<file path="config.mk">
export PLATFORM = sky130hd
export DESIGN_NAME = software_timer_slot_table_top
export DESIGN_NICKNAME = d
export VERILOG_FILES = /design/src/design/swt_pkg.sv /design/src/design/swt_cell.sv /design/src/design/software_timer_slot_table_top.sv
export SDC_FILE = /design/constraint.sdc
export NUM_CORES = 2
export LEC_CHECK = 0
export ABC_AREA = 1
export BUFFER_PORTS_ARGS = -buffer_cell sky130_fd_sc_hd__buf_2
export CAP_MARGIN = 20
export CORE_MARGIN = 2
export CORE_UTILIZATION = 50
export CTS_CLUSTER_DIAMETER = 120
export DETAILED_ROUTE_END_ITERATION = 16
export PLACE_DENSITY_LB_ADDON = 0.05
export REMOVE_ABC_BUFFERS = 1
export SLEW_MARGIN = 20
export SYNTH_ARGS = -nofsm -noshare
export SYNTH_HDL_FRONTEND = slang
export SYNTH_SLANG_ARGS = --single-unit
export TNS_END_PERCENT = 1
</file>
<file path="constraint.sdc">
create_clock -name aclk -period 9.55 [get_ports aclk]
set_input_delay 2.865 -clock aclk [delete_from_list [all_inputs] [get_ports aclk]]
set_output_delay 2.865 -clock aclk [all_outputs]
set_load 0.03 [all_outputs]
</file>
<file path="src/design/swt_pkg.sv">
// ----------------------------------------------------------------------------
// swt_pkg
// Shared types and codes for the software timer slot table: request kinds
// and the command bundle broadcast from the controller to the slot cells.
// ----------------------------------------------------------------------------
package swt_pkg;

    localparam int KIND_W = 3;
    localparam int SLOT_W = 4;
    localparam int TIME_W = 32;
    localparam int TAG_W  = 32;

    // request kinds carried in tuser
    localparam logic [KIND_W-1:0] KIND_TICK    = 3'd0;
    localparam logic [KIND_W-1:0] KIND_REG     = 3'd1;
    localparam logic [KIND_W-1:0] KIND_UNREG   = 3'd2;
    localparam logic [KIND_W-1:0] KIND_REARM   = 3'd3;
    localparam logic [KIND_W-1:0] KIND_PLAY    = 3'd4;

    // command broadcast to every cell; each cell also gets its own select
    typedef struct packed {
        logic              reg_en;
        logic              unreg_en;
        logic              rearm_en;
        logic [TIME_W-1:0] period;
        logic              one_shot;
        logic [TAG_W-1:0]  tag;
        logic [TIME_W-1:0] now;
    } swt_cmd_t;

endpackage

</file>
<file path="src/design/swt_cell.sv">
// ----------------------------------------------------------------------------
// swt_cell
// One timer slot: active mark, period, last-fire time, one-shot flag and
// tag, plus the scan token stage handed on to the next cell.
// ----------------------------------------------------------------------------
module swt_cell (
    input  logic                              aclk,
    input  logic                              aresetn,
    input  swt_pkg::swt_cmd_t                 cmd,
    input  logic                              sel,
    input  logic                              adv,
    input  logic                              tok_in,
    output logic                              tok_out,
    output logic                              hit,
    output logic [swt_pkg::TAG_W-1:0]         hit_tag
);
    import swt_pkg::*;

    logic              tok_reg;
    logic              active_reg;
    logic [TIME_W-1:0] period_reg;
    logic [TIME_W-1:0] last_reg;
    logic              one_shot_reg;
    logic [TAG_W-1:0]  tag_reg;
    logic [TIME_W-1:0] elapsed;
    logic              due;
    logic              fire;
    logic              do_reg;

    // elapsed time modulo 2^32 against the period
    assign elapsed = cmd.now - last_reg;
    assign due     = active_reg && (elapsed > period_reg);
    assign hit     = tok_reg && due;
    assign fire    = hit && adv;
    assign do_reg  = sel && cmd.reg_en && !active_reg;

    assign tok_out = tok_reg;
    assign hit_tag = hit ? tag_reg : '0;

    // token stage and active mark
    always_ff @(posedge aclk) begin
        if (!aresetn) begin
            tok_reg    <= 1'b0;
            active_reg <= 1'b0;
        end else begin
            if (adv) begin
                tok_reg <= tok_in;
            end
            if (do_reg) begin
                active_reg <= 1'b1;
            end else if (sel && cmd.unreg_en) begin
                active_reg <= 1'b0;
            end else if (fire && one_shot_reg) begin
                active_reg <= 1'b0;
            end
        end
    end

    // slot payload
    always_ff @(posedge aclk) begin
        if (do_reg) begin
            period_reg   <= cmd.period;
            one_shot_reg <= cmd.one_shot;
            tag_reg      <= cmd.tag;
        end
        if (do_reg || (sel && cmd.rearm_en) || fire) begin
            last_reg <= cmd.now;
        end
    end

endmodule

</file>
<file path="src/design/software_timer_slot_table_top.sv">
// ----------------------------------------------------------------------------
// software_timer_slot_table_top
// Timer slot table with a 32-bit time counter; a play scan walks a token
// along a row of slot cells and emits one transaction per fired slot.
// ----------------------------------------------------------------------------
// channel  dir  tdata                                   tuser / tlast
// s_       in   slot, period, one_shot, tag (72 bits)   tuser: kind
// m_       out  fired_slot, fired_tag (40 bits)         tlast: last_of_scan
//
// tick, register, unregister and rearm complete in their accept cycle.
// a play scan holds the input through the accept cycle, the token's walk
// along the row, one cell per cycle while the scan is not stalled, and the
// flush state; the walk stalls while the output register is full and a
// new fire waits behind the held fire, and the flush for the final transaction.
// no input transaction is taken while a scan runs.
// reset clears the time counter, all active marks and the scan token.
// ----------------------------------------------------------------------------
module software_timer_slot_table_top #(
    parameter int SLOTS = 16
) (
    input  logic        aclk,
    input  logic        aresetn,
    input  logic        s_tvalid,
    output logic        s_tready,
    input  logic [71:0] s_tdata,   // slot[3:0], period[35:4], one_shot[36], tag[68:37]
    input  logic [2:0]  s_tuser,   // kind[2:0]
    output logic        m_tvalid,
    input  logic        m_tready,
    output logic [39:0] m_tdata,   // fired_slot[3:0], fired_tag[35:4]
    output logic        m_tlast
);
    import swt_pkg::*;

    localparam int SELW = (SLOTS > 16) ? $clog2(SLOTS) : SLOT_W;

    typedef enum logic [1:0] {ST_IDLE, ST_SCAN, ST_FLUSH} state_t;

    state_t             state_reg, state_next;
    logic [TIME_W-1:0]  time_reg, time_next;
    logic               pend_v_reg, pend_v_next;
    logic [SLOT_W-1:0]  pend_slot_reg, pend_slot_next;
    logic [TAG_W-1:0]   pend_tag_reg, pend_tag_next;
    logic               m_valid_reg, m_valid_next;
    logic [SLOT_W-1:0]  m_slot_reg, m_slot_next;
    logic [TAG_W-1:0]   m_tag_reg, m_tag_next;
    logic               m_last_reg, m_last_next;

    logic [KIND_W-1:0]  in_kind;
    logic [SLOT_W-1:0]  in_slot;
    logic               s_fire;
    logic               start;
    logic               out_free;
    logic               stall;
    logic               adv;
    swt_cmd_t           cmd;

    logic [SLOTS-1:0]   tok;
    logic [SLOTS-1:0]   hit;
    logic [TAG_W-1:0]   cell_tag [SLOTS];
    logic               hit_any;
    logic [SLOT_W-1:0]  hit_idx;
    logic [TAG_W-1:0]   hit_tag;

    // input unpacking
    assign in_kind  = s_tuser;
    assign in_slot  = s_tdata[3:0];
    assign s_tready = (state_reg == ST_IDLE);
    assign s_fire   = s_tvalid && s_tready;
    assign start    = s_fire && (in_kind == KIND_PLAY);

    // command broadcast to the cells
    always_comb begin
        cmd.reg_en   = s_fire && (in_kind == KIND_REG);
        cmd.unreg_en = s_fire && (in_kind == KIND_UNREG);
        cmd.rearm_en = s_fire && (in_kind == KIND_REARM);
        cmd.period   = s_tdata[35:4];
        cmd.one_shot = s_tdata[36];
        cmd.tag      = s_tdata[68:37];
        cmd.now      = time_reg;
    end

    // row of slot cells, token chained from cell to cell
    for (genvar i = 0; i < SLOTS; i++) begin : g_cell
        logic sel;
        logic tok_in;
        assign sel    = (SELW'(in_slot) == SELW'(i));
        if (i == 0) begin : g_head
            assign tok_in = start;
        end else begin : g_link
            assign tok_in = tok[i-1];
        end
        swt_cell u_cell (
            .aclk    (aclk),
            .aresetn (aresetn),
            .cmd     (cmd),
            .sel     (sel),
            .adv     (adv),
            .tok_in  (tok_in),
            .tok_out (tok[i]),
            .hit     (hit[i]),
            .hit_tag (cell_tag[i])
        );
    end

    // collect the single hit of the token cell
    always_comb begin
        hit_idx = '0;
        hit_tag = '0;
        for (int i = 0; i < SLOTS; i++) begin
            if (hit[i]) begin
                hit_idx = hit_idx | SLOT_W'(i);
            end
            hit_tag = hit_tag | cell_tag[i];
        end
    end
    assign hit_any = |hit;

    // scan pacing against the output register
    assign out_free = !m_valid_reg || m_tready;
    assign stall    = (state_reg == ST_SCAN) && hit_any && pend_v_reg && !out_free;
    assign adv      = start || ((state_reg == ST_SCAN) && !stall);

    // next-state logic
    always_comb begin
        state_next     = state_reg;
        time_next      = time_reg;
        pend_v_next    = pend_v_reg;
        pend_slot_next = pend_slot_reg;
        pend_tag_next  = pend_tag_reg;
        m_valid_next   = m_valid_reg;
        m_slot_next    = m_slot_reg;
        m_tag_next     = m_tag_reg;
        m_last_next    = m_last_reg;
        if (m_valid_reg && m_tready) begin
            m_valid_next = 1'b0;
        end
        unique case (state_reg)
            ST_IDLE: begin
                if (s_fire) begin
                    unique case (in_kind)
                        KIND_TICK: time_next  = time_reg + 1'b1;
                        KIND_PLAY: state_next = ST_SCAN;
                        default:   ;
                    endcase
                end
            end
            ST_SCAN: begin
                if (!stall) begin
                    if (hit_any) begin
                        // hold each fire until the next shows whether it is the last
                        if (pend_v_reg) begin
                            m_valid_next = 1'b1;
                            m_slot_next  = pend_slot_reg;
                            m_tag_next   = pend_tag_reg;
                            m_last_next  = 1'b0;
                        end
                        pend_v_next    = 1'b1;
                        pend_slot_next = hit_idx;
                        pend_tag_next  = hit_tag;
                    end
                    if (tok[SLOTS-1]) begin
                        state_next = ST_FLUSH;
                    end
                end
            end
            ST_FLUSH: begin
                if (!pend_v_reg) begin
                    state_next = ST_IDLE;
                end else if (out_free) begin
                    m_valid_next = 1'b1;
                    m_slot_next  = pend_slot_reg;
                    m_tag_next   = pend_tag_reg;
                    m_last_next  = 1'b1;
                    pend_v_next  = 1'b0;
                    state_next   = ST_IDLE;
                end
            end
            default: state_next = ST_IDLE;
        endcase
    end

    // state and registered outputs
    always_ff @(posedge aclk) begin
        if (!aresetn) begin
            state_reg   <= ST_IDLE;
            time_reg    <= '0;
            pend_v_reg  <= 1'b0;
            m_valid_reg <= 1'b0;
        end else begin
            state_reg   <= state_next;
            time_reg    <= time_next;
            pend_v_reg  <= pend_v_next;
            m_valid_reg <= m_valid_next;
        end
        pend_slot_reg <= pend_slot_next;
        pend_tag_reg  <= pend_tag_next;
        m_slot_reg    <= m_slot_next;
        m_tag_reg     <= m_tag_next;
        m_last_reg    <= m_last_next;
    end

    assign m_tvalid = m_valid_reg;
    assign m_tdata  = {4'b0, m_tag_reg, m_slot_reg};
    assign m_tlast  = m_last_reg;

`ifndef NO_ASSERTIONS
    // at most one cell holds the scan token
    a_tok_onehot: assert property (@(posedge aclk) disable iff (!aresetn)
        $onehot0(tok))
        else $error("scan token in more than one cell");

    // a fire waits only while a scan is in progress
    a_pend_idle: assert property (@(posedge aclk) disable iff (!aresetn)
        (state_reg == ST_IDLE) |-> !pend_v_reg)
        else $error("pending fire left after scan");

    // cells fire only under the token of a running scan
    a_hit_scan: assert property (@(posedge aclk) disable iff (!aresetn)
        hit_any |-> (state_reg == ST_SCAN))
        else $error("slot hit outside a scan");

    // the token enters the row right after a play transaction
    a_tok_start: assert property (@(posedge aclk) disable iff (!aresetn)
        start |=> tok[0])
        else $error("scan token did not enter the first cell");
`endif

endmodule
</file>
==> results.txt <==
Final Hold Fails: 0
sw frac: 22.2%
Hold Path Depth: 0
DRC: 0
Top Metal Used: met5
Post CTS Setup Buffer Count: 0
DRT Pass-1 Iters: 6
Starting Density: 50.4%
number of hold buffers added after cts: 0
Netlist Area Pre-Place: 94900 µm²
Synth area leader: edfxtp_1
max-slew violations: 0
# rows: 159
Arr. time, crit path: 8.33 ns
DP HPWL: 192000 µm
failing checks: antenna rules
P per Cell Area: 153 nW/µm²
PortBufs: 114
status: complete, but fails checks
Slowest-stage cell, CP: nand2_4
maximum buffer depth of the clock tree: 3
total congestion overflow: 0
worst r2r dst: g_cell[10].u_cell.last_reg[2]
vias in the first global route: 65400
CP endpoint kind: register
TritonCTS clock tree: yes
gpl congestion: 0.899
Max FO, Critical Path: 48
Inserted Clock Buffers: 188
CTS root buffer: clkbuf_16
Lkg Pwr: 0.0463 µW
largest net degree at the start of global routing: 66
Clock Skews: 0.0692 ns
GRT Overall Usage: 29.7%
CP peak stage delay: 0.55 ns
CP startpoint kind: register
fin crit share: 82.1%
WL met1: 125000 µm
sw power: 3590 µW
crit path launch: time_reg[0]
number of clock sinks: 1693
Clock Latency Late Sink: 0.88 ns
Area after DPL: 99500 µm²
met3 WL: 19600 µm
actual slew at the worst max-slew pin: 1.18 ns
Yosys cell types: 64
FF+latch count, synth: 1693
cell-internal power: 12600 µW
Resized cells post-CTS: 0
Clock transition at path regs: 0.06 ns
kind of critical path: reg2reg
via count: 68500
placed cells: 11900
top cells by count, synth: 1625 x edfxtp_1, 1557 x inv_1, 1551 x nand2_1
core box area: 188000 µm²
worst hold path type: reg2reg
final hold slack: 0.391 ns
Hold Path End: m_tag_reg[8]
Synth area leaders: edfxtp_1 51%, ha_1 13%, inv_1 6.2%
final net count: 10700
Cells after Synth: 9258
Peak VDD IR: 147 µV
Reg2Reg Setup Slack: 1.71 ns
DIE WIDTH: 440 µm
Critical Path RT: 10.04 ns
synth warn: 0
post-synth top area share: 51.4%
dominant synthesized flop cell: edfxtp_1
R2R cell count: 33
top-count cell post-synth: edfxtp_1
sequential fraction of the synthesis area: 52.9%
met2 routed WL: 134000 µm
fin cells: 12300
Avg Cell Area, Syn: 10.2 µm²
Most common cell on crit path: nand2_1
number of DRC violations after detailed-routing iteration 0: 6669
htree depth: 4
share of cells above drive strength 1: 6.75%
RSZ-0062 raised after global routing: false
num ports: 122
detailed-route wire length: 288000 µm
sequential share of power: 50.3%
reg2reg start: time_reg[0]
fmax: 0.128 GHz
Comb power frac: 3.5%
min Tclk post-route: 7.84 ns
Die Ht: 440 µm
post-route cell area: 106000 µm²
ys async rst share: 0%
Clock power frac: 46.2%
antenna violations before repair: 54
Final Setup Violations: 0
Die ar.: 193000 µm²
max cap viols: 0
WL/cell: 23.4 µm
hold_sp: pend_tag_reg[8]
Slew HR: 21.6%
Routed Antenna Nets: 2
number of synthesized flops with an enable pin: 1625
first-pass GRT wire length: 421000 µm
Via density: 5.56
Layout area overhead: 11.7%
[power by group through the flow]
stage,Sequential (µW),Clock (µW),Combinational (µW)
2_1_floorplan,8330,0,245
3_3_place_gp,8310,0,553
3_5_place_dp,8310,0,562
4_1_cts,8160,7620,564
5_1_grt,8160,7900,610
6_report,8160,7480,565
[kinds of logic after synthesis]
kind of cell	Yosys count	synth area share (%)
buffers and inverters	1646	6.57
and+or+nand+nor	2650	11.8
AOI/OAI and AO/OA	1746	10.6
DFF	1693	52.9
adders and majority gates	1028	13.7
other	1	0.00395
xor gates and xnor gates	494	4.56
[layer usage]
metal | GRT usage (%) | vias to the layer above
li1 | - | 32900
met1 | 41.2 | 32800
met2 | 48.5 | 2336
met3 | 3.33 | 432
met4 | 10.4 | 16
met5 | 0 | -
[cell type report]
type | instances | area [µm²]
sequential | 1693 | 50200
fill | 16500 | 82200
clock buffer | 238 | 5030
multi-input combinational | 5922 | 38600
inverter | 1574 | 5910
tap | 2495 | 3120
antenna | 29 | 72.6
clock inverter | 110 | 1380
timing repair buffer | 261 | 1720
[how the worst max path moves through the flow]
stage	endpoint	slack, ns	depth (start not counted)
4_1_cts	g_cell[10].u_cell.last_reg[2]	1.71	33
3_5_place_dp	g_cell[10].u_cell.last_reg[0]	1.72	34
2_1_floorplan	g_cell[14].u_cell.last_reg[0]	-1.14	8
3_3_place_gp	g_cell[10].u_cell.last_reg[0]	1.73	34
6_report	g_cell[10].u_cell.last_reg[2]	1.71	33
5_1_grt	g_cell[10].u_cell.last_reg[2]	1.11	34
[worst max-delay path, delay by kind of cell, from the launching register on]
family          cells  cell delay, ns
xor+xnor            1            0.16
flops               1            0.30
simple gates       14            2.56
buf+inv             6            1.69
fa+ha+maj           3            0.72
compound gates      9            1.95
[layout by cell type (no fill, tap or decap), types with 14 or more instances in the layout]
| cell | n |
|---|---|
| a21boi_0 | 30 |
| a21boi_1 | 24 |
| a21o_1 | 45 |
| a21oi_1 | 919 |
| a221oi_1 | 56 |
| a22o_1 | 42 |
| a31oi_1 | 78 |
| buf_2 | 112 |
| buf_4 | 145 |
| bufinv_16 | 22 |
| clkbuf_1 | 42 |
| clkbuf_16 | 193 |
| clkinv_1 | 42 |
| clkinv_2 | 35 |
| dfxtp_1 | 37 |
| dfxtp_2 | 29 |
| diode_2 | 29 |
| edfxtp_1 | 1625 |
| fa_1 | 16 |
| ha_1 | 1012 |
| inv_1 | 1556 |
| nand2_1 | 1551 |
| nand3_1 | 243 |
| nand4_1 | 129 |
| nor2_1 | 488 |
| nor3_1 | 119 |
| nor3_2 | 22 |
| nor4_1 | 32 |
| o211ai_1 | 30 |
| o21a_1 | 60 |
| o21ai_0 | 338 |
| o21ai_1 | 19 |
| o21ai_2 | 15 |
| o21bai_1 | 23 |
| o221ai_1 | 19 |
| o31ai_1 | 14 |
| xnor2_1 | 148 |
| xor2_1 | 346 |
[metrics by stage]
| stage | setup TNS (ns) | setup slack (ns) | utilization, % | total power (µW) |
|---|---|---|---|---|
| final | 0 | 1.71 | 56.3 | 16200 |
| after global routing | 0 | 1.11 | 56.3 | 16700 |
| after CTS | 0 | 1.71 | 56.3 | 16300 |
| after detailed placement | 0 | 1.72 | 52.9 | 8880 |
| after global placement | 0 | 1.73 | 52.9 | 8870 |
| after floorplan | -109.62 | -1.14 | - | 8570 |
(Power assumes the default switching activity.)
